<file path="src/hdl/tcc_pkg.sv">
// Shared types and constants for the text console cursor engine.
// Holds the geometry constants, character codes, command codes and the
// status and result structs used between controller, datapath and output stage.
package tcc_pkg;

	// screen geometry
	localparam int SCREEN_W   = 1024;
	localparam int SCREEN_H   = 768;
	localparam int CELL_SIZE  = 16;
	localparam int HEX_DIGITS = 6;

	// field and state widths
	localparam int CH_W       = 8;
	localparam int COL_W      = $clog2(SCREEN_W + CELL_SIZE);
	localparam int ROW_W      = 16;
	localparam int CNT_W      = 21;
	localparam int COLOR_W    = 24;
	localparam int LS_W       = 8;
	localparam int POS_X_W    = 10;
	localparam int ROWS_W     = 9;
	localparam int DIG_W      = $clog2(HEX_DIGITS + 1);
	localparam int DIG_IDX_W  = $clog2(HEX_DIGITS);
	localparam int CFG_IDX_W  = 2;
	localparam int CFG_DATA_W = 24;
	localparam int TDATA_W    = 96;

	// register reset values
	localparam logic [LS_W-1:0]    RST_LINE_SPACING = 8'd2;
	localparam logic [COLOR_W-1:0] RST_BACKGROUND   = 24'h0B1A1C;
	localparam logic [COLOR_W-1:0] RST_DEFAULT_FG   = 24'hFFFFFF;
	localparam logic [CNT_W-1:0]   RST_CAPACITY     = 21'd1048576;

	// register indexes on the configuration port
	typedef enum logic [CFG_IDX_W-1:0] {
		CFG_LINE_SPACING = 2'd0,
		CFG_BACKGROUND   = 2'd1,
		CFG_DEFAULT_FG   = 2'd2,
		CFG_CAPACITY     = 2'd3
	} cfg_idx_t;

	// character codes
	localparam logic [CH_W-1:0] CH_NUL    = 8'd0;
	localparam logic [CH_W-1:0] CH_BS     = 8'd8;
	localparam logic [CH_W-1:0] CH_TAB    = 8'd9;
	localparam logic [CH_W-1:0] CH_NL     = 8'd10;
	localparam logic [CH_W-1:0] CH_SPACE  = 8'd32;
	localparam logic [CH_W-1:0] CH_LPAREN = 8'h28;
	localparam logic [CH_W-1:0] CH_RPAREN = 8'h29;
	localparam logic [CH_W-1:0] CH_BSL    = 8'h5C;

	// result kinds
	localparam logic KIND_DRAW   = 1'b0;
	localparam logic KIND_SCROLL = 1'b1;

	// controller to datapath commands
	typedef enum logic [3:0] {
		CMD_NONE,
		CMD_LATCH,
		CMD_ESC_OPEN,
		CMD_ESC_DIGIT,
		CMD_ESC_CLOSE,
		CMD_ESC_HOLD,
		CMD_REP_START,
		CMD_PLAIN_IN,
		CMD_PLAIN_REP,
		CMD_NEXT_LINE
	} cmd_t;

	// datapath status seen by the controller
	typedef struct packed {
		logic ch_zero;
		logic ch_bsl;
		logic ch_lparen;
		logic ch_rparen;
		logic ch_hex;
		logic eot;
		logic esc_bsl;
		logic esc_dig;
		logic dig_full;
		logic nl_pend;
		logic rep_active;
	} dp_stat_t;

	// output stage status seen by the controller
	typedef struct packed {
		logic pend_v;
		logic out_free;
	} out_stat_t;

	// one result item
	typedef struct packed {
		logic                      kind;
		logic [POS_X_W-1:0]        pos_x;
		logic signed [ROW_W-1:0]   pos_y;
		logic [CH_W-1:0]           glyph;
		logic [COLOR_W-1:0]        text_color;
		logic [COLOR_W-1:0]        fill_color;
		logic [ROWS_W-1:0]         scroll_rows;
	} res_t;

endpackage

</file>
<file path="src/hdl/tcc_dpath.sv">
// Datapath of the cursor engine: config registers, cursor, held count, colors,
// escape parser storage and replay pointer. Executes one command per cycle.
// Depends on tcc_pkg.
module tcc_dpath
	import tcc_pkg::*;
(
	input  logic                  clk,
	input  logic                  arst_n,
	input  cmd_t                  cmd,
	input  logic [CH_W-1:0]       in_ch,
	input  logic                  in_eot,
	input  logic                  cfg_we,
	input  logic [CFG_IDX_W-1:0]  cfg_idx,
	input  logic [CFG_DATA_W-1:0] cfg_data,
	output dp_stat_t              stat,
	output logic                  emit,
	output res_t                  res
);

	localparam int RX_W = ROW_W + 2;
	localparam logic signed [RX_W-1:0] ROW_HI = RX_W'(2 ** (ROW_W - 1) - 1);
	localparam logic signed [RX_W-1:0] ROW_LO = -ROW_HI - RX_W'(1);
	localparam logic [CNT_W-1:0] CNT_MAX = '1;

	typedef enum logic [1:0] {
		ESC_IDLE,
		ESC_BSL,
		ESC_DIG
	} esc_mode_t;

	function automatic logic signed [ROW_W-1:0] sat_row(input logic signed [RX_W-1:0] v);
		logic signed [RX_W-1:0] r;
		r = v;
		if (v > ROW_HI)
			r = ROW_HI;
		else if (v < ROW_LO)
			r = ROW_LO;
		return r[ROW_W-1:0];
	endfunction

	function automatic logic signed [RX_W-1:0] row_ext(input logic signed [ROW_W-1:0] v);
		return $signed({{(RX_W-ROW_W){v[ROW_W-1]}}, v});
	endfunction

	function automatic logic is_hex(input logic [CH_W-1:0] c);
		return (c inside {[8'h30:8'h39], [8'h41:8'h46], [8'h61:8'h66]});
	endfunction

	function automatic logic [3:0] hex_val(input logic [CH_W-1:0] c);
		logic [3:0] v;
		v = 4'd0;
		if (c inside {[8'h30:8'h39]})
			v = 4'(c - 8'h30);
		else if (c inside {[8'h41:8'h46]})
			v = 4'(c - 8'h37);
		else if (c inside {[8'h61:8'h66]})
			v = 4'(c - 8'h57);
		return v;
	endfunction

	// configuration
	logic [LS_W-1:0]    ls_q;
	logic [COLOR_W-1:0] bg_q;
	logic [CNT_W-1:0]   cap_q;

	// item and cursor state
	logic [CH_W-1:0]         ch_q;
	logic                    eot_q;
	logic [COL_W-1:0]        col_q, col_d;
	logic signed [ROW_W-1:0] row_q, row_d;
	logic [CNT_W-1:0]        held_q, held_d;
	logic [COLOR_W-1:0]      fg_q;
	logic                    nl_pend_q, nl_pend_d;

	// escape parser and replay pointer
	esc_mode_t           esc_q;
	logic [DIG_W-1:0]    dig_cnt_q;
	logic [COLOR_W-1:0]  esc_color_q;
	logic [CH_W-1:0]     esc_chars_q [HEX_DIGITS];
	logic                rep_bsl_q;
	logic [DIG_W-1:0]    rep_idx_q;
	logic [DIG_W-1:0]    rep_end_q;
	logic                rep_active_q;

	logic [CH_W-1:0]         rep_ch;
	logic [CH_W-1:0]         plain_ch;
	logic [ROWS_W-1:0]       lh;
	logic signed [RX_W-1:0]  lhx;
	logic signed [RX_W-1:0]  rowx;
	logic signed [ROW_W-1:0] nl_row1, nl_row2, bs_row;
	logic                    nl_hit;
	logic [COL_W-1:0]        col_nx;
	logic                    wrap;

	// replayed character: the opener first, then the held digits
	assign rep_ch = (rep_idx_q == '0) ? (rep_bsl_q ? CH_BSL : CH_LPAREN)
	              : esc_chars_q[DIG_IDX_W'(rep_idx_q - DIG_W'(1))];
	assign plain_ch = (cmd == CMD_PLAIN_REP) ? rep_ch : ch_q;

	// row arithmetic for line feed and backspace
	assign lh      = ROWS_W'(CELL_SIZE) + ROWS_W'(ls_q);
	assign lhx     = $signed({{(RX_W-ROWS_W){1'b0}}, lh});
	assign rowx    = row_ext(row_q);
	assign nl_row1 = sat_row(rowx + lhx);
	assign nl_hit  = (row_ext(nl_row1) + RX_W'(CELL_SIZE)) >= $signed(RX_W'(SCREEN_H));
	assign nl_row2 = sat_row(row_ext(nl_row1) - lhx);
	assign bs_row  = sat_row(rowx - lhx);

	// column advance and right-edge test
	assign col_nx = col_q + COL_W'(CELL_SIZE);
	assign wrap   = ({1'b0, col_nx} + (COL_W+1)'(CELL_SIZE)) >= (COL_W+1)'(SCREEN_W);

	// cursor, count and result for plain characters and line feeds
	always_comb begin
		col_d     = col_q;
		row_d     = row_q;
		held_d    = held_q;
		nl_pend_d = nl_pend_q;
		emit      = 1'b0;
		res.kind        = KIND_DRAW;
		res.pos_x       = POS_X_W'(col_q);
		res.pos_y       = row_q;
		res.glyph       = plain_ch;
		res.text_color  = fg_q;
		res.fill_color  = bg_q;
		res.scroll_rows = '0;
		case (cmd)
			CMD_PLAIN_IN, CMD_PLAIN_REP: begin
				case (plain_ch)
					CH_NL: begin
						if (held_q != CNT_MAX)
							held_d = held_q + CNT_W'(1);
						nl_pend_d = 1'b1;
					end
					CH_BS: begin
						if (held_q != '0) begin
							held_d = held_q - CNT_W'(1);
							if (col_q == '0) begin
								col_d = COL_W'(SCREEN_W - CELL_SIZE);
								row_d = bs_row;
							end else begin
								col_d = col_q - COL_W'(CELL_SIZE);
							end
							emit      = 1'b1;
							res.pos_x = POS_X_W'(col_d);
							res.pos_y = row_d;
							res.glyph = CH_SPACE;
						end
					end
					CH_TAB: begin
					end
					default: begin
						if (held_q < cap_q) begin
							held_d = held_q + CNT_W'(1);
							emit   = 1'b1;
							col_d  = col_nx;
							if (wrap)
								nl_pend_d = 1'b1;
						end
					end
				endcase
			end
			CMD_NEXT_LINE: begin
				nl_pend_d = 1'b0;
				col_d     = '0;
				if (nl_hit) begin
					row_d           = nl_row2;
					emit            = 1'b1;
					res.kind        = KIND_SCROLL;
					res.pos_x       = '0;
					res.pos_y       = '0;
					res.glyph       = '0;
					res.text_color  = '0;
					res.scroll_rows = lh;
				end else begin
					row_d = nl_row1;
				end
			end
			default: begin
			end
		endcase
	end

	// control and cursor registers
	always_ff @(posedge clk or negedge arst_n) begin
		if (!arst_n) begin
			ls_q         <= RST_LINE_SPACING;
			bg_q         <= RST_BACKGROUND;
			cap_q        <= RST_CAPACITY;
			fg_q         <= RST_DEFAULT_FG;
			col_q        <= '0;
			row_q        <= '0;
			held_q       <= '0;
			nl_pend_q    <= 1'b0;
			esc_q        <= ESC_IDLE;
			dig_cnt_q    <= '0;
			esc_color_q  <= '0;
			rep_bsl_q    <= 1'b0;
			rep_idx_q    <= '0;
			rep_end_q    <= '0;
			rep_active_q <= 1'b0;
		end else begin
			col_q     <= col_d;
			row_q     <= row_d;
			held_q    <= held_d;
			nl_pend_q <= nl_pend_d;
			case (cmd)
				CMD_ESC_OPEN: begin
					esc_q       <= ESC_DIG;
					dig_cnt_q   <= '0;
					esc_color_q <= '0;
				end
				CMD_ESC_DIGIT: begin
					esc_color_q <= {esc_color_q[COLOR_W-5:0], hex_val(ch_q)};
					dig_cnt_q   <= dig_cnt_q + DIG_W'(1);
				end
				CMD_ESC_CLOSE: begin
					fg_q  <= esc_color_q;
					esc_q <= ESC_IDLE;
				end
				CMD_ESC_HOLD: begin
					esc_q <= ESC_BSL;
				end
				CMD_REP_START: begin
					rep_bsl_q    <= (esc_q == ESC_BSL);
					rep_end_q    <= (esc_q == ESC_BSL) ? '0 : dig_cnt_q;
					rep_idx_q    <= '0;
					rep_active_q <= 1'b1;
					esc_q        <= ESC_IDLE;
				end
				CMD_PLAIN_REP: begin
					if (rep_idx_q == rep_end_q)
						rep_active_q <= 1'b0;
					else
						rep_idx_q <= rep_idx_q + DIG_W'(1);
				end
				default: begin
				end
			endcase
			// the user must write only while idle; the block itself does not enforce it
			if (cfg_we) begin
				case (cfg_idx_t'(cfg_idx))
					CFG_LINE_SPACING: ls_q  <= cfg_data[LS_W-1:0];
					CFG_BACKGROUND:   bg_q  <= cfg_data[COLOR_W-1:0];
					CFG_DEFAULT_FG:   fg_q  <= cfg_data[COLOR_W-1:0];
					CFG_CAPACITY:     cap_q <= cfg_data[CNT_W-1:0];
					default: begin
					end
				endcase
			end
		end
	end

	// latched item and held escape digits
	always_ff @(posedge clk) begin
		if (cmd == CMD_LATCH) begin
			ch_q  <= in_ch;
			eot_q <= in_eot;
		end
		if (cmd == CMD_ESC_DIGIT)
			esc_chars_q[DIG_IDX_W'(dig_cnt_q)] <= ch_q;
	end

	// status to the controller
	assign stat.ch_zero    = (ch_q == CH_NUL);
	assign stat.ch_bsl     = (ch_q == CH_BSL);
	assign stat.ch_lparen  = (ch_q == CH_LPAREN);
	assign stat.ch_rparen  = (ch_q == CH_RPAREN);
	assign stat.ch_hex     = is_hex(ch_q);
	assign stat.eot        = eot_q;
	assign stat.esc_bsl    = (esc_q == ESC_BSL);
	assign stat.esc_dig    = (esc_q == ESC_DIG);
	assign stat.dig_full   = (dig_cnt_q == DIG_W'(HEX_DIGITS));
	assign stat.nl_pend    = nl_pend_q;
	assign stat.rep_active = rep_active_q;

endmodule

</file>
<file path="src/hdl/tcc_out.sv">
// Output stage: a pending result register that holds the newest result until
// it is known whether it is the last of its item, then the output register.
// Depends on tcc_pkg.
module tcc_out
	import tcc_pkg::*;
(
	input  logic               clk,
	input  logic               arst_n,
	input  logic               emit,
	input  res_t               res,
	input  logic               finish,
	output out_stat_t          stat,
	output logic               m_tvalid,
	input  logic               m_tready,
	output logic [TDATA_W-1:0] m_tdata,
	output logic               m_tuser,
	output logic               m_tlast
);

	res_t pend_q;
	logic pend_v_q;
	res_t out_res_q;
	logic out_last_q;
	logic out_v_q;
	logic load;

	// the pending result moves out when a newer one arrives or the item ends
	assign load = (emit && pend_v_q) || finish;

	always_ff @(posedge clk or negedge arst_n) begin
		if (!arst_n) begin
			pend_v_q <= 1'b0;
			out_v_q  <= 1'b0;
		end else begin
			if (load)
				out_v_q <= 1'b1;
			else if (m_tready)
				out_v_q <= 1'b0;
			if (emit)
				pend_v_q <= 1'b1;
			else if (finish)
				pend_v_q <= 1'b0;
		end
	end

	always_ff @(posedge clk) begin
		if (emit)
			pend_q <= res;
		if (load) begin
			out_res_q  <= pend_q;
			out_last_q <= finish;
		end
	end

	assign stat.pend_v   = pend_v_q;
	assign stat.out_free = !out_v_q || m_tready;

	assign m_tvalid = out_v_q;
	assign m_tuser  = out_res_q.kind;
	assign m_tlast  = out_last_q;
	assign m_tdata  = {(TDATA_W - 91)'(0), out_res_q.scroll_rows, out_res_q.fill_color,
	                   out_res_q.text_color, out_res_q.glyph, out_res_q.pos_y,
	                   out_res_q.pos_x};

endmodule

</file>
<file path="src/hdl/tcc_ctrl.sv">
// Controller of the cursor engine: walks one input item through escape
// parsing, replay of broken escapes, plain character handling and line feeds.
// Depends on tcc_pkg.
module tcc_ctrl
	import tcc_pkg::*;
(
	input  logic      clk,
	input  logic      arst_n,
	input  logic      s_tvalid,
	output logic      s_tready,
	input  dp_stat_t  dstat,
	input  out_stat_t ostat,
	output cmd_t      cmd,
	output logic      finish
);

	typedef enum logic [2:0] {
		S_IDLE,
		S_FEED,
		S_CHAR,
		S_REP,
		S_WRAP,
		S_EOT,
		S_DONE
	} state_t;

	state_t state_q, state_d;
	state_t ret_q, ret_d;
	logic   from_rep_q, from_rep_d;
	logic   step_ok;
	state_t after_wrap;

	// a step that may produce a result needs room in the output stage
	assign step_ok = !ostat.pend_v || ostat.out_free;

	assign after_wrap = from_rep_q ? (dstat.rep_active ? S_REP : ret_q) : S_EOT;

	always_comb begin
		cmd        = CMD_NONE;
		finish     = 1'b0;
		state_d    = state_q;
		ret_d      = ret_q;
		from_rep_d = from_rep_q;
		case (state_q)
			S_IDLE: begin
				if (s_tvalid) begin
					cmd     = CMD_LATCH;
					state_d = S_FEED;
				end
			end
			S_FEED: begin
				if (dstat.ch_zero) begin
					state_d = S_EOT;
				end else if (dstat.esc_bsl) begin
					if (dstat.ch_lparen) begin
						cmd     = CMD_ESC_OPEN;
						state_d = S_EOT;
					end else begin
						cmd     = CMD_REP_START;
						ret_d   = S_CHAR;
						state_d = S_REP;
					end
				end else if (dstat.esc_dig) begin
					if (!dstat.dig_full && dstat.ch_hex) begin
						cmd     = CMD_ESC_DIGIT;
						state_d = S_EOT;
					end else if (dstat.dig_full && dstat.ch_rparen) begin
						cmd     = CMD_ESC_CLOSE;
						state_d = S_EOT;
					end else begin
						// broken escape
						cmd     = CMD_REP_START;
						ret_d   = S_CHAR;
						state_d = S_REP;
					end
				end else begin
					state_d = S_CHAR;
				end
			end
			S_CHAR: begin
				if (dstat.ch_bsl) begin
					cmd     = CMD_ESC_HOLD;
					state_d = S_EOT;
				end else if (step_ok) begin
					cmd        = CMD_PLAIN_IN;
					from_rep_d = 1'b0;
					state_d    = S_WRAP;
				end
			end
			S_REP: begin
				if (step_ok) begin
					cmd        = CMD_PLAIN_REP;
					from_rep_d = 1'b1;
					state_d    = S_WRAP;
				end
			end
			S_WRAP: begin
				if (!dstat.nl_pend) begin
					state_d = after_wrap;
				end else if (step_ok) begin
					cmd     = CMD_NEXT_LINE;
					state_d = after_wrap;
				end
			end
			S_EOT: begin
				// end of string or a zero byte flushes a pending escape
				if ((dstat.eot || dstat.ch_zero) && (dstat.esc_bsl || dstat.esc_dig)) begin
					cmd     = CMD_REP_START;
					ret_d   = S_DONE;
					state_d = S_REP;
				end else begin
					state_d = S_DONE;
				end
			end
			S_DONE: begin
				if (!ostat.pend_v) begin
					state_d = S_IDLE;
				end else if (ostat.out_free) begin
					finish  = 1'b1;
					state_d = S_IDLE;
				end
			end
			default: begin
				state_d = S_IDLE;
			end
		endcase
	end

	always_ff @(posedge clk or negedge arst_n) begin
		if (!arst_n) begin
			state_q    <= S_IDLE;
			ret_q      <= S_IDLE;
			from_rep_q <= 1'b0;
		end else begin
			state_q    <= state_d;
			ret_q      <= ret_d;
			from_rep_q <= from_rep_d;
		end
	end

	assign s_tready = (state_q == S_IDLE);

endmodule

</file>
<file path="src/hdl/text_console_cursor_engine.sv">
// Top level of the text console cursor engine.
// Instantiates tcc_ctrl, tcc_dpath and tcc_out; depends on tcc_pkg.
//
//   channel  signals                               contents
//   s_       tvalid tready tdata[7:0] tlast        ch / end_of_text
//   m_       tvalid tready tdata[95:0] tuser tlast draw or scroll command / run_last
//   cfg_     we idx[1:0] data[23:0]                register writes
//
// Each item walks the controller states IDLE (latch), FEED, CHAR or REP, WRAP,
// EOT and DONE; escape characters and zero bytes go from FEED to EOT, a held
// backslash from CHAR to EOT, and each replayed escape character passes REP and
// WRAP. The controller steps one plain character at a time, taking items only in IDLE.
// Reset is asynchronous and needs no clearing pass.
// A stalled output holds the engine once its pending and output registers are full.
module text_console_cursor_engine
	import tcc_pkg::*;
(
	input  logic                  clk,
	input  logic                  arst_n,
	input  logic                  s_tvalid,
	output logic                  s_tready,
	input  logic [CH_W-1:0]       s_tdata,   // [7:0] ch
	input  logic                  s_tlast,
	output logic                  m_tvalid,
	input  logic                  m_tready,
	// [9:0] pos_x, [25:10] pos_y, [33:26] glyph, [57:34] text_color,
	// [81:58] fill_color, [90:82] scroll_rows, rest zero
	output logic [TDATA_W-1:0]    m_tdata,
	output logic                  m_tuser,   // [0] kind
	output logic                  m_tlast,
	input  logic                  cfg_we,
	input  logic [CFG_IDX_W-1:0]  cfg_idx,
	input  logic [CFG_DATA_W-1:0] cfg_data
);

	cmd_t      cmd;
	dp_stat_t  dstat;
	out_stat_t ostat;
	logic      emit;
	logic      finish;
	res_t      res;

	tcc_ctrl u_ctrl (
		.clk      (clk),
		.arst_n   (arst_n),
		.s_tvalid (s_tvalid),
		.s_tready (s_tready),
		.dstat    (dstat),
		.ostat    (ostat),
		.cmd      (cmd),
		.finish   (finish)
	);

	tcc_dpath u_dpath (
		.clk      (clk),
		.arst_n   (arst_n),
		.cmd      (cmd),
		.in_ch    (s_tdata),
		.in_eot   (s_tlast),
		.cfg_we   (cfg_we),
		.cfg_idx  (cfg_idx),
		.cfg_data (cfg_data),
		.stat     (dstat),
		.emit     (emit),
		.res      (res)
	);

	tcc_out u_out (
		.clk      (clk),
		.arst_n   (arst_n),
		.emit     (emit),
		.res      (res),
		.finish   (finish),
		.stat     (ostat),
		.m_tvalid (m_tvalid),
		.m_tready (m_tready),
		.m_tdata  (m_tdata),
		.m_tuser  (m_tuser),
		.m_tlast  (m_tlast)
	);

endmodule

</file>
<file path="config.mk">
export PLATFORM = sky130hd
export DESIGN_NAME = text_console_cursor_engine
export DESIGN_NICKNAME = d
export VERILOG_FILES = /design/src/hdl/tcc_pkg.sv /design/src/hdl/tcc_dpath.sv /design/src/hdl/tcc_out.sv /design/src/hdl/tcc_ctrl.sv /design/src/hdl/text_console_cursor_engine.sv
export SDC_FILE = /design/constraint.sdc
export NUM_CORES = 1
export LEC_CHECK = 0
export ABC_CLOCK_PERIOD_IN_PS = 5900
export BUFFER_PORTS_ARGS = -buffer_cell sky130_fd_sc_hd__buf_4
export CORE_MARGIN = 4
export CORE_UTILIZATION = 55
export DETAILED_ROUTE_END_ITERATION = 16
export PLACE_DENSITY = 0.82
export SLEW_MARGIN = 15
export SYNTH_ARGS = -nofsm -noshare
export SYNTH_HDL_FRONTEND = slang
export SYNTH_SLANG_ARGS = --single-unit
</file>
<file path="constraint.sdc">
create_clock -name clk -period 5.9 [get_ports clk]
set_clock_uncertainty 0.15 [all_clocks]
set_input_delay 0.295 -clock clk [delete_from_list [all_inputs] [get_ports clk]]
set_output_delay 0.295 -clock clk [all_outputs]
set_load 0.05 [all_outputs]
</file>
==> results of run 1 <==
==> cell type report <==
cell class | instances | share of cell area
well taps | 461 | 0.02462
clock buffers | 49 | 0.04774
inverters | 69 | 0.01105
flip-flops and latches | 413 | 0.4947
multi-input cells | 1128 | 0.3362
repair buffers | 216 | 0.07375
clock inverters | 31 | 0.01202
==> kinds of logic after synthesis <==
kind of cell | count (synthesis) | share of synthesized area
simple gates | 483 | 0.1203
mux | 106 | 0.06175
compound gates | 400 | 0.1315
other cells | 1 | 0.0001871
flops | 413 | 0.5784
buf+inv | 150 | 0.03122
fa+ha+maj | 87 | 0.05582
xor+xnor | 47 | 0.02092
==> through the flow <==
| step | setup TNS [ps] | hold WS (ps) | setup slack [ps] |
|---|---|---|---|
| final | 0 | 55.29 | 286.7 |
| after detailed placement | 0 | 128.8 | 222.1 |
| after global placement | 0 | 122.0 | 365.3 |
| after global routing | -2.642 | 65.50 | -2.642 |
| after floorplan | 0 | -150.6 | 76.88 |
| after CTS | 0 | 43.80 | 209.6 |
==> report_power, final <==
| group | internal (W) | switching (W) | total [W] |
|---|---|---|---|
| registers | 0.00438 | 0.000551 | 0.00493 |
| logic | 0.00181 | 0.00351 | 0.00532 |
| clock network | 0.00152 | 0.00116 | 0.00268 |
| total | 0.00771 | 0.00522 | 0.0129 |
==> worst max-delay path by stage <==
| stage | start | endpoint | cells after the start |
|---|---|---|---|
| after floorplan | u_dpath.rep_idx_q[0]$_DFFE_PN0P_ | u_dpath.held_q[17]$_DFFE_PN0P_ | 25 |
| after global placement | u_dpath.ls_q[4]$_DFFE_PN0P_ | u_dpath.row_q[10]$_DFFE_PN0P_ | 23 |
| after detailed placement | u_dpath.ls_q[4]$_DFFE_PN0P_ | u_dpath.row_q[10]$_DFFE_PN0P_ | 23 |
| after CTS | u_dpath.ls_q[4]$_DFFE_PN0P_ | u_dpath.row_q[10]$_DFFE_PN0P_ | 23 |
| after global routing | u_dpath.ls_q[4]$_DFFE_PN0P_ | u_dpath.row_q[10]$_DFFE_PN0P_ | 23 |
| final | u_dpath.ls_q[4]$_DFFE_PN0P_ | u_dpath.row_q[10]$_DFFE_PN0P_ | 23 |
==> routing by layer <==
metal,up-vias,track usage,routed length (um)
met1,7032,0.3239,20610
met4,0,0.09372,1740
met2,451,0.4232,24320
met5,-,0,0
li1,6617,-,-
met3,135,0.04217,2480
==> registers in the layout, indices dropped and copies added, names as in the netlist, 8 cells and up <==
name,flops
u_out.m_tdata,91
u_dpath.cap_q,21
u_out.pend_q,92
u_dpath.bg_q,24
u_dpath.fg_q,24
u_dpath.ch_q,8
u_dpath.esc_color_q,24
u_dpath.held_q,21
u_dpath.row_q,16
u_dpath.col_q,11
u_dpath.esc_chars_q,48
u_dpath.ls_q,8
==> worst reg2reg max path: cells and delay by family (launching register included) <==
kind,cells,cell delay [ps]
AOI/OAI and AO/OA,11,2440
xor gates and xnor gates,1,240
adders and majority gates,4,1190
buffers and inverters,2,180
DFF,1,450
muxes,1,370
and+or+nand+nor,4,510
==> synth_stat cells, types with 16 or more instances <==
| master | n |
|---|---|
| mux2_2 | 61 |
| a21o_1 | 31 |
| ha_1 | 83 |
| a31oi_1 | 20 |
| inv_1 | 68 |
| a21oi_1 | 97 |
| dfstp_2 | 35 |
| o21ai_0 | 99 |
| nor2_1 | 117 |
| nand2b_1 | 19 |
| nand2_1 | 127 |
| xor2_1 | 19 |
| nor3_1 | 34 |
| nor2b_1 | 41 |
| mux2i_1 | 37 |
| edfxtp_1 | 242 |
| a22o_1 | 27 |
| and2_1 | 16 |
| or3_1 | 16 |
| xnor2_1 | 27 |
| clkbuf_1 | 58 |
| dfrtp_1 | 136 |
| nand3_1 | 36 |
==> timing repair <==
action | 4_1_cts | 5_1_grt
hold endpoints to repair | 140 | 0
setup buffers | 0 | 2
setup endpoints to repair | 0 | 2
hold buffers | 36 | 0
resized for setup | 0 | 4
==> summary.md, run 1 <==
| Metric | Value |
|---|---|
| Remaining global-route overflow | 0 |
| Hold Crit Class | in -> async |
| Critical path startpoint category | flip-flop |
| Wire length of the first global-routing pass | 77.83 mm |
| Ys Warns | 0 |
| Inserted Clock Buffers | 43 |
| Antenna violations before repair | 0 |
| DR DRC count | 0 |
| Post-DP HPWL | 34.35 mm |
| Leak pwr | 9.710 nW |
| Number of enable flip-flop cells after synthesis | 242 |
| Layout net count | 1,998 |
| CORE AREA | 0.03574 mm^2 |
| Achievable Freq | 178.1 MHz |
| Die boundary width | 198.9 um |
| Slowest stage cell, crit path | dfrtp_1 |
| Area share of the largest cell type after synthesis | 0.3626 |
| Vias after detailed routing | 14,240 |
| Number of distinct standard cells referenced by the synthesized netlist | 94 |
| Fin. max-slew vios | 0 |
| Placed cell areas | 0.02164 mm^2 |
| Clock-pin slew reported for the worst setup and hold paths after clock tree synthesis | 60 ps |
| DR WL/cell | 20.77 um |
| Pre-Repair DR Iteration Count | 7 |
| Number of vias per cell | 6.014 |
| Data arrival, critical path | 5970 ps |
| Post-route minimum period | 5613 ps |
| FF/Latch Area | 0.01159 mm^2 |
| Cells after DPL | 2,249 |
| Detailed-route wire length | 49.15 mm |
| Clock tree from TritonCTS | yes |
| Syn avg cell area | 11.88 um^2 |
| Sequential area share after synthesis | 0.5784 |
| Final Non-Filler Cells | 2,367 |
| Overall track demand over capacity in global routing | 0.2491 |
| Count of max-cap constraint violations | 0 |
| Depth of the most critical reg-to-reg path | 23 |
| Critical path type | reg -> reg |
| Worst slew slack as a fraction of its limit | 0.2324 |
| Final standard cell utilization of the core | 0.6555 |
| Worst path most repeated cell | a21oi_1 |
| Required time at the worst-slack endpoint | 6260 ps |
| PnR Total Power | 0.01293 W |
| Area of combinational cells with multiple inputs | 0.007876 mm^2 |
| Max Fanout on Critical Path | 8 |
| Pin count of the biggest net entering global routing | 65 |
| Most common cell after layout, fill and taps aside | edfxtp_1 |
| Leading area contributor after synthesis | edfxtp_1 |
| Synthesis-to-layout area growth | 16.92% |
| Number of design-rule violations left by the first detailed-router iteration | 1,104 |
| Number of nets with antenna violations after detailed routing | 0 |
| Synth Flop Type | edfxtp_1 |
| Number of filler instances in the final layout | 2,647 |
| Die extent in y | 198.9 um |
| Crit path cell chain | ha_1 > xnor2_1 > inv_1 > ha_1 > a21oi_1 > nand2_1 > o211ai_1 > a21oi_1 > o2bb2a_2 > a21o_1 > ha_1 > inv_1 > fa_1 > a21o_1 > a21oi_1 > nor2b_1 > o21a_1 > o21a_1 > o31ai_2 > nand2_1 > nor3_1 > mux2_2 > a21oi_1 |
| Die Outline Area | 0.03955 mm^2 |
| Stage delay of the slowest cell on the critical path | 450 ps |
| CTS H-tree lvls | 2 |
| Commonest cells after routing, fill and taps aside | edfxtp_1, buf_4, dfrtp_1 |
| Number of global-route vias before repair | 14,390 |
| Proportion of layout cells with a drive suffix above 1 | 0.2025 |
| Hold violation total from the final report | 0 |
| Total buffers and inverters traversed by the critical path | 2 |
| Antenna diode instance count | 0 |
| Starting Density | 0.5607 |
| Fraction of registers with async set/reset | 0.4140 |
| Worst-case vdd ir drop | 0.4435 mV |
| Clk root buf | clkbuf_16 |
| # port buffers | 134 |
| Element type at the critical path end | flip-flop |
| CTS Buffer Depth | 3 |
| Post-synthesis instance area | 0.02004 mm^2 |
| Outcome | finished clean |
| Area of all placed cells without fillers | 0.02343 mm^2 |
| I/O pin cnt | 140 |
| Flip-flop and latch count after synthesis | 413 |
| TritonCTS Sinks | 413 |
| Final count of negative-setup-slack endpoints | 0 |
| GPL Wtd Cong | 0.9513 |
| Reg-to-Reg Start | u_dpath.ls_q[4]$_DFFE_PN0P_ |
| Slew at the pin with the worst max-slew slack | 1148 ps |
| Number of standard-cell rows in the floorplan | 69 |
| Register-to-register setup slack | 290 ps |
| Top cells by area, synth | edfxtp_1, dfrtp_1, ha_1 |
| Reg-to-reg critical path endpoint | u_dpath.row_q[10]$_DFFE_PN0P_ |
| Power density of the placed cells | 551.8 mW/mm^2 |
| Top Family by Delay on Critical Path | compound AO/OA/AOI/OAI gates |
| Synthesized instance count | 1,687 |
| Final worst path period share | 0.9514 |
| Clock latency on the worst-skew pair | 600 ps |
No activity file was read; power rests on OpenSTA's default activity.
==> run 2: changes to the inputs <==
--- a/config.mk
+++ b/config.mk
@@ -10,8 +10,9 @@
 export CORE_MARGIN = 4
 export CORE_UTILIZATION = 55
 export DETAILED_ROUTE_END_ITERATION = 16
-export PLACE_DENSITY = 0.82
+export PLACE_DENSITY = 0.81
 export SLEW_MARGIN = 15
 export SYNTH_ARGS = -nofsm -noshare
 export SYNTH_HDL_FRONTEND = slang
+export SYNTH_HIERARCHICAL = 1
 export SYNTH_SLANG_ARGS = --single-unit
==> run 2 against run 1 <==
  * Highest routed layer unchanged
  * Final area up 6.5%
  * Largest cell class unchanged
  * Largest power group unchanged
  * Critical path depth up 7
  * Global-route usage up 1.1 points
  * Clock power up 3%
  * Fmax down 2.1%
==> summary.md, run 2 <==
| Metric | Value |
|---|---|
| Flip-flop and latch count after synthesis | 413 |
| TritonCTS Sinks | 413 |
| DR DRC count | 0 |
| Clk root buf | clkbuf_16 |
| Hold Crit Class | in -> reg |
| Data arrival, critical path | 6070 ps |
| Worst hold-check slack | 84.46 ps |
| Number of global-route vias before repair | 15,120 |
| DR WL/cell | 21.12 um |
| Final worst path period share | 0.9716 |
| Fin. max-slew vios | 0 |
| Synthesis-to-layout area growth | 21.97% |
| Layout net count | 2,165 |
| Commonest cells after routing, fill and taps aside | buf_4, edfxtp_1, nor2_1 |
| Number of standard-cell rows in the floorplan | 70 |
| Sequential area share after synthesis | 0.5663 |
| Hold violation total from the final report | 0 |
| Required time at the worst-slack endpoint | 6240 ps |
| Overall track demand over capacity in global routing | 0.2605 |
| Worst hold path cell count | 4 |
| Clock-pin slew reported for the worst setup and hold paths after clock tree synthesis | 60 ps |
| Pin count of the biggest net entering global routing | 94 |
| Synthesized instance count | 1,765 |
| Biggest register | u_out/pend_q |
| Cells after DPL | 2,408 |
| Inserted Clock Buffers | 43 |
| Number of flip-flops in the largest register | 92 |
| Number of design-rule violations left by the first detailed-router iteration | 1,735 |
| Hold worst-path end | u_dpath/ls_q[2]$_DFFE_PN0P_ |
| I/O pin cnt | 140 |
| Vias after detailed routing | 15,300 |
| Top cells by count, synth | edfxtp_1, nor2_1, dfrtp_1 |
| Die boundary width | 200.9 um |
| Max Fanout on Critical Path | 7 |
| Power density of the placed cells | 522.4 mW/mm^2 |
| Critical path startpoint category | flip-flop |
| Number of distinct standard cells referenced by the synthesized netlist | 90 |
| Proportion of layout cells with a drive suffix above 1 | 0.2590 |
| Post-route minimum period | 5732 ps |
| Depth of the most critical reg-to-reg path | 30 |
| PnR Total Power | 0.01304 W |
| PnR worst setup slack | 167.7 ps |
| Slowest stage cell, crit path | edfxtp_1 |
| Clock latency on the worst-skew pair | 580 ps |
| Number of filler instances in the final layout | 2,634 |
| RSZ-0062 raised after global routing | true |
| Stage delay of the slowest cell on the critical path | 400 ps |
| CORE AREA | 0.03670 mm^2 |
| Post-synthesis instance area | 0.02046 mm^2 |
| Leading area contributor after synthesis | edfxtp_1 |
| Area share of the largest cell type after synthesis | 0.3551 |
| Final Non-Filler Cells | 2,541 |
| Most frequent cell after synthesis | edfxtp_1 |
| Pre-Repair DR Iteration Count | 6 |
| Achievable Freq | 174.4 MHz |
| Worst slew slack as a fraction of its limit | 0.2474 |
| Leak pwr | 10.28 nW |
| Die Outline Area | 0.04036 mm^2 |
| Outcome | finished clean |
| CTS Buffer Depth | 3 |
| Register-to-register setup slack | 170 ps |
| Syn avg cell area | 11.59 um^2 |
| Ys Warns | 6 |
| Number of vias per cell | 6.019 |
| Slew at the pin with the worst max-slew slack | 1126 ps |
| Most common cell after layout, fill and taps aside | buf_4 |
| Number of nets with antenna violations after detailed routing | 0 |
| Post-DP HPWL | 37.26 mm |
| Reg-to-reg critical path endpoint | u_dpath/held_q[20]$_DFFE_PN0P_ |
| Wire length of the first global-routing pass | 84.59 mm |
| Starting Density | 0.5577 |
| Detailed-route wire length | 53.66 mm |
| Element type at the critical path end | flip-flop |
| Worst-case vdd ir drop | 0.4784 mV |
| CTS H-tree lvls | 2 |
| Count of max-cap constraint violations | 0 |
| Antenna violations before repair | 0 |
| Die extent in y | 200.9 um |
| Final count of negative-setup-slack endpoints | 0 |
| Worst path most repeated cell | inv_2 |
| Synth Flop Type | edfxtp_1 |
| Number of enable flip-flop cells after synthesis | 242 |
| Critical hold path startpoint | cfg_idx[0] |
| Pre-CTS WS | 7.120 ps |
| Fraction of registers with async set/reset | 0.4140 |
| Critical path type | reg -> reg |
| Clock tree from TritonCTS | yes |
| # port buffers | 134 |
| Top cells by area, synth | edfxtp_1, dfrtp_1, ha_1 |
| GPL Wtd Cong | 0.9756 |
| Remaining global-route overflow | 0 |
| Antenna diode instance count | 0 |
| Reg-to-Reg Start | u_dpath/ch_q[1]$_DFFE_PN_ |
run 2: cell count changes in the layout (fill, tap and decap cells not counted), moves of 10 or more:
cell and change:
a21oi_2 +11, o21ai_1 +10, and2_1 +17, a31oi_1 -12, nor2b_1 -15, o21ai_0 -25
nor2_1 +50, buf_4 +85, xnor2_1 +12, a211oi_1 +10, mux2_2 +10, nand2_1 -10
run 2: layout make-up:
class                   instances  area (um^2)  area share
well taps                     468        585.6     0.02346
multi-input cells            1201         8574      0.3435
flip-flops and latches        413        11590      0.4644
repair buffers                308         2476     0.09920
clock inverters                18        200.2    0.008020
inverters                      72        274.0     0.01098
clock buffers                  61         1259     0.05043
run 2: where the power goes:
| group | switching, W | total, W | internal [W] |
|---|---|---|---|
| Clock | 0.00114 | 0.00277 | 0.00163 |
| Sequential | 0.000489 | 0.00451 | 0.00402 |
| Combinational | 0.00345 | 0.00576 | 0.00231 |
run 2: logic make-up after synthesis:
family | Yosys count | synth area share
other | 1 | 0.0001832
multiplexers | 119 | 0.06750
adder cells (fa/ha/maj) | 86 | 0.05405
flip-flops | 413 | 0.5663
AND/OR/NAND/NOR | 552 | 0.1327
AO/OA/AOI/OAI | 379 | 0.1215
XOR/XNOR | 60 | 0.02568
buffers and inverters | 155 | 0.03204
run 2: metrics by stage:
step | util | cell area [um^2] | TNS [ps]
finish | 0.6802 | 24960 | 0
global placement | 0.6208 | 22780 | 0
floorplan | - | 20620 | -76220
CTS | 0.6704 | 24600 | 0
detailed placement | 0.6208 | 22780 | 0
global route | 0.6802 | 24960 | -5847
run 2: per-layer routing:
layer	share of wire	vias up	track usage
li1	-	6998	-
met1	0.43	7535	0.3704
met2	0.47	652	0.4178
met3	0.068	110	0.03942
met4	0.029	0	0.08333
met5	0	-	0
run 2: timing repair:
action	in CTS	in global routing
gates resized for setup	1	51
hold buffers	36	0
hold endpoints to repair	157	0
endpoints found under the setup margin	1	17
gates cloned	0	1
pin swaps	0	24
setup buffers	0	16
run 2: worst max path at each step:
stage                                      startpoint                             end  slack (ps)
after detailed placement  u_dpath/ls_q[4]$_DFFE_PN0P_   u_dpath/row_q[12]$_DFFE_PN0P_           7
final                       u_dpath/ch_q[1]$_DFFE_PN_  u_dpath/held_q[20]$_DFFE_PN0P_         170
after global placement    u_dpath/ls_q[4]$_DFFE_PN0P_   u_dpath/row_q[12]$_DFFE_PN0P_         200
after CTS                   u_dpath/ch_q[2]$_DFFE_PN_  u_dpath/held_q[20]$_DFFE_PN0P_           2
after global routing        u_dpath/ch_q[1]$_DFFE_PN_  u_dpath/held_q[15]$_DFFE_PN0P_        -150
after floorplan             u_dpath/ch_q[0]$_DFFE_PN_      u_out/m_tdata[0]$_DFFE_PP_        -810
run 2: worst max-delay path: cells and delay by family (launching register included):
family / cells / cell delay, ps
and+or+nand+nor: 13 / 2320
AOI/OAI and AO/OA: 8 / 1470
buffers and inverters: 5 / 500
adders and majority gates: 2 / 440
DFF: 1 / 400
muxes: 1 / 210
xor gates and xnor gates: 1 / 120
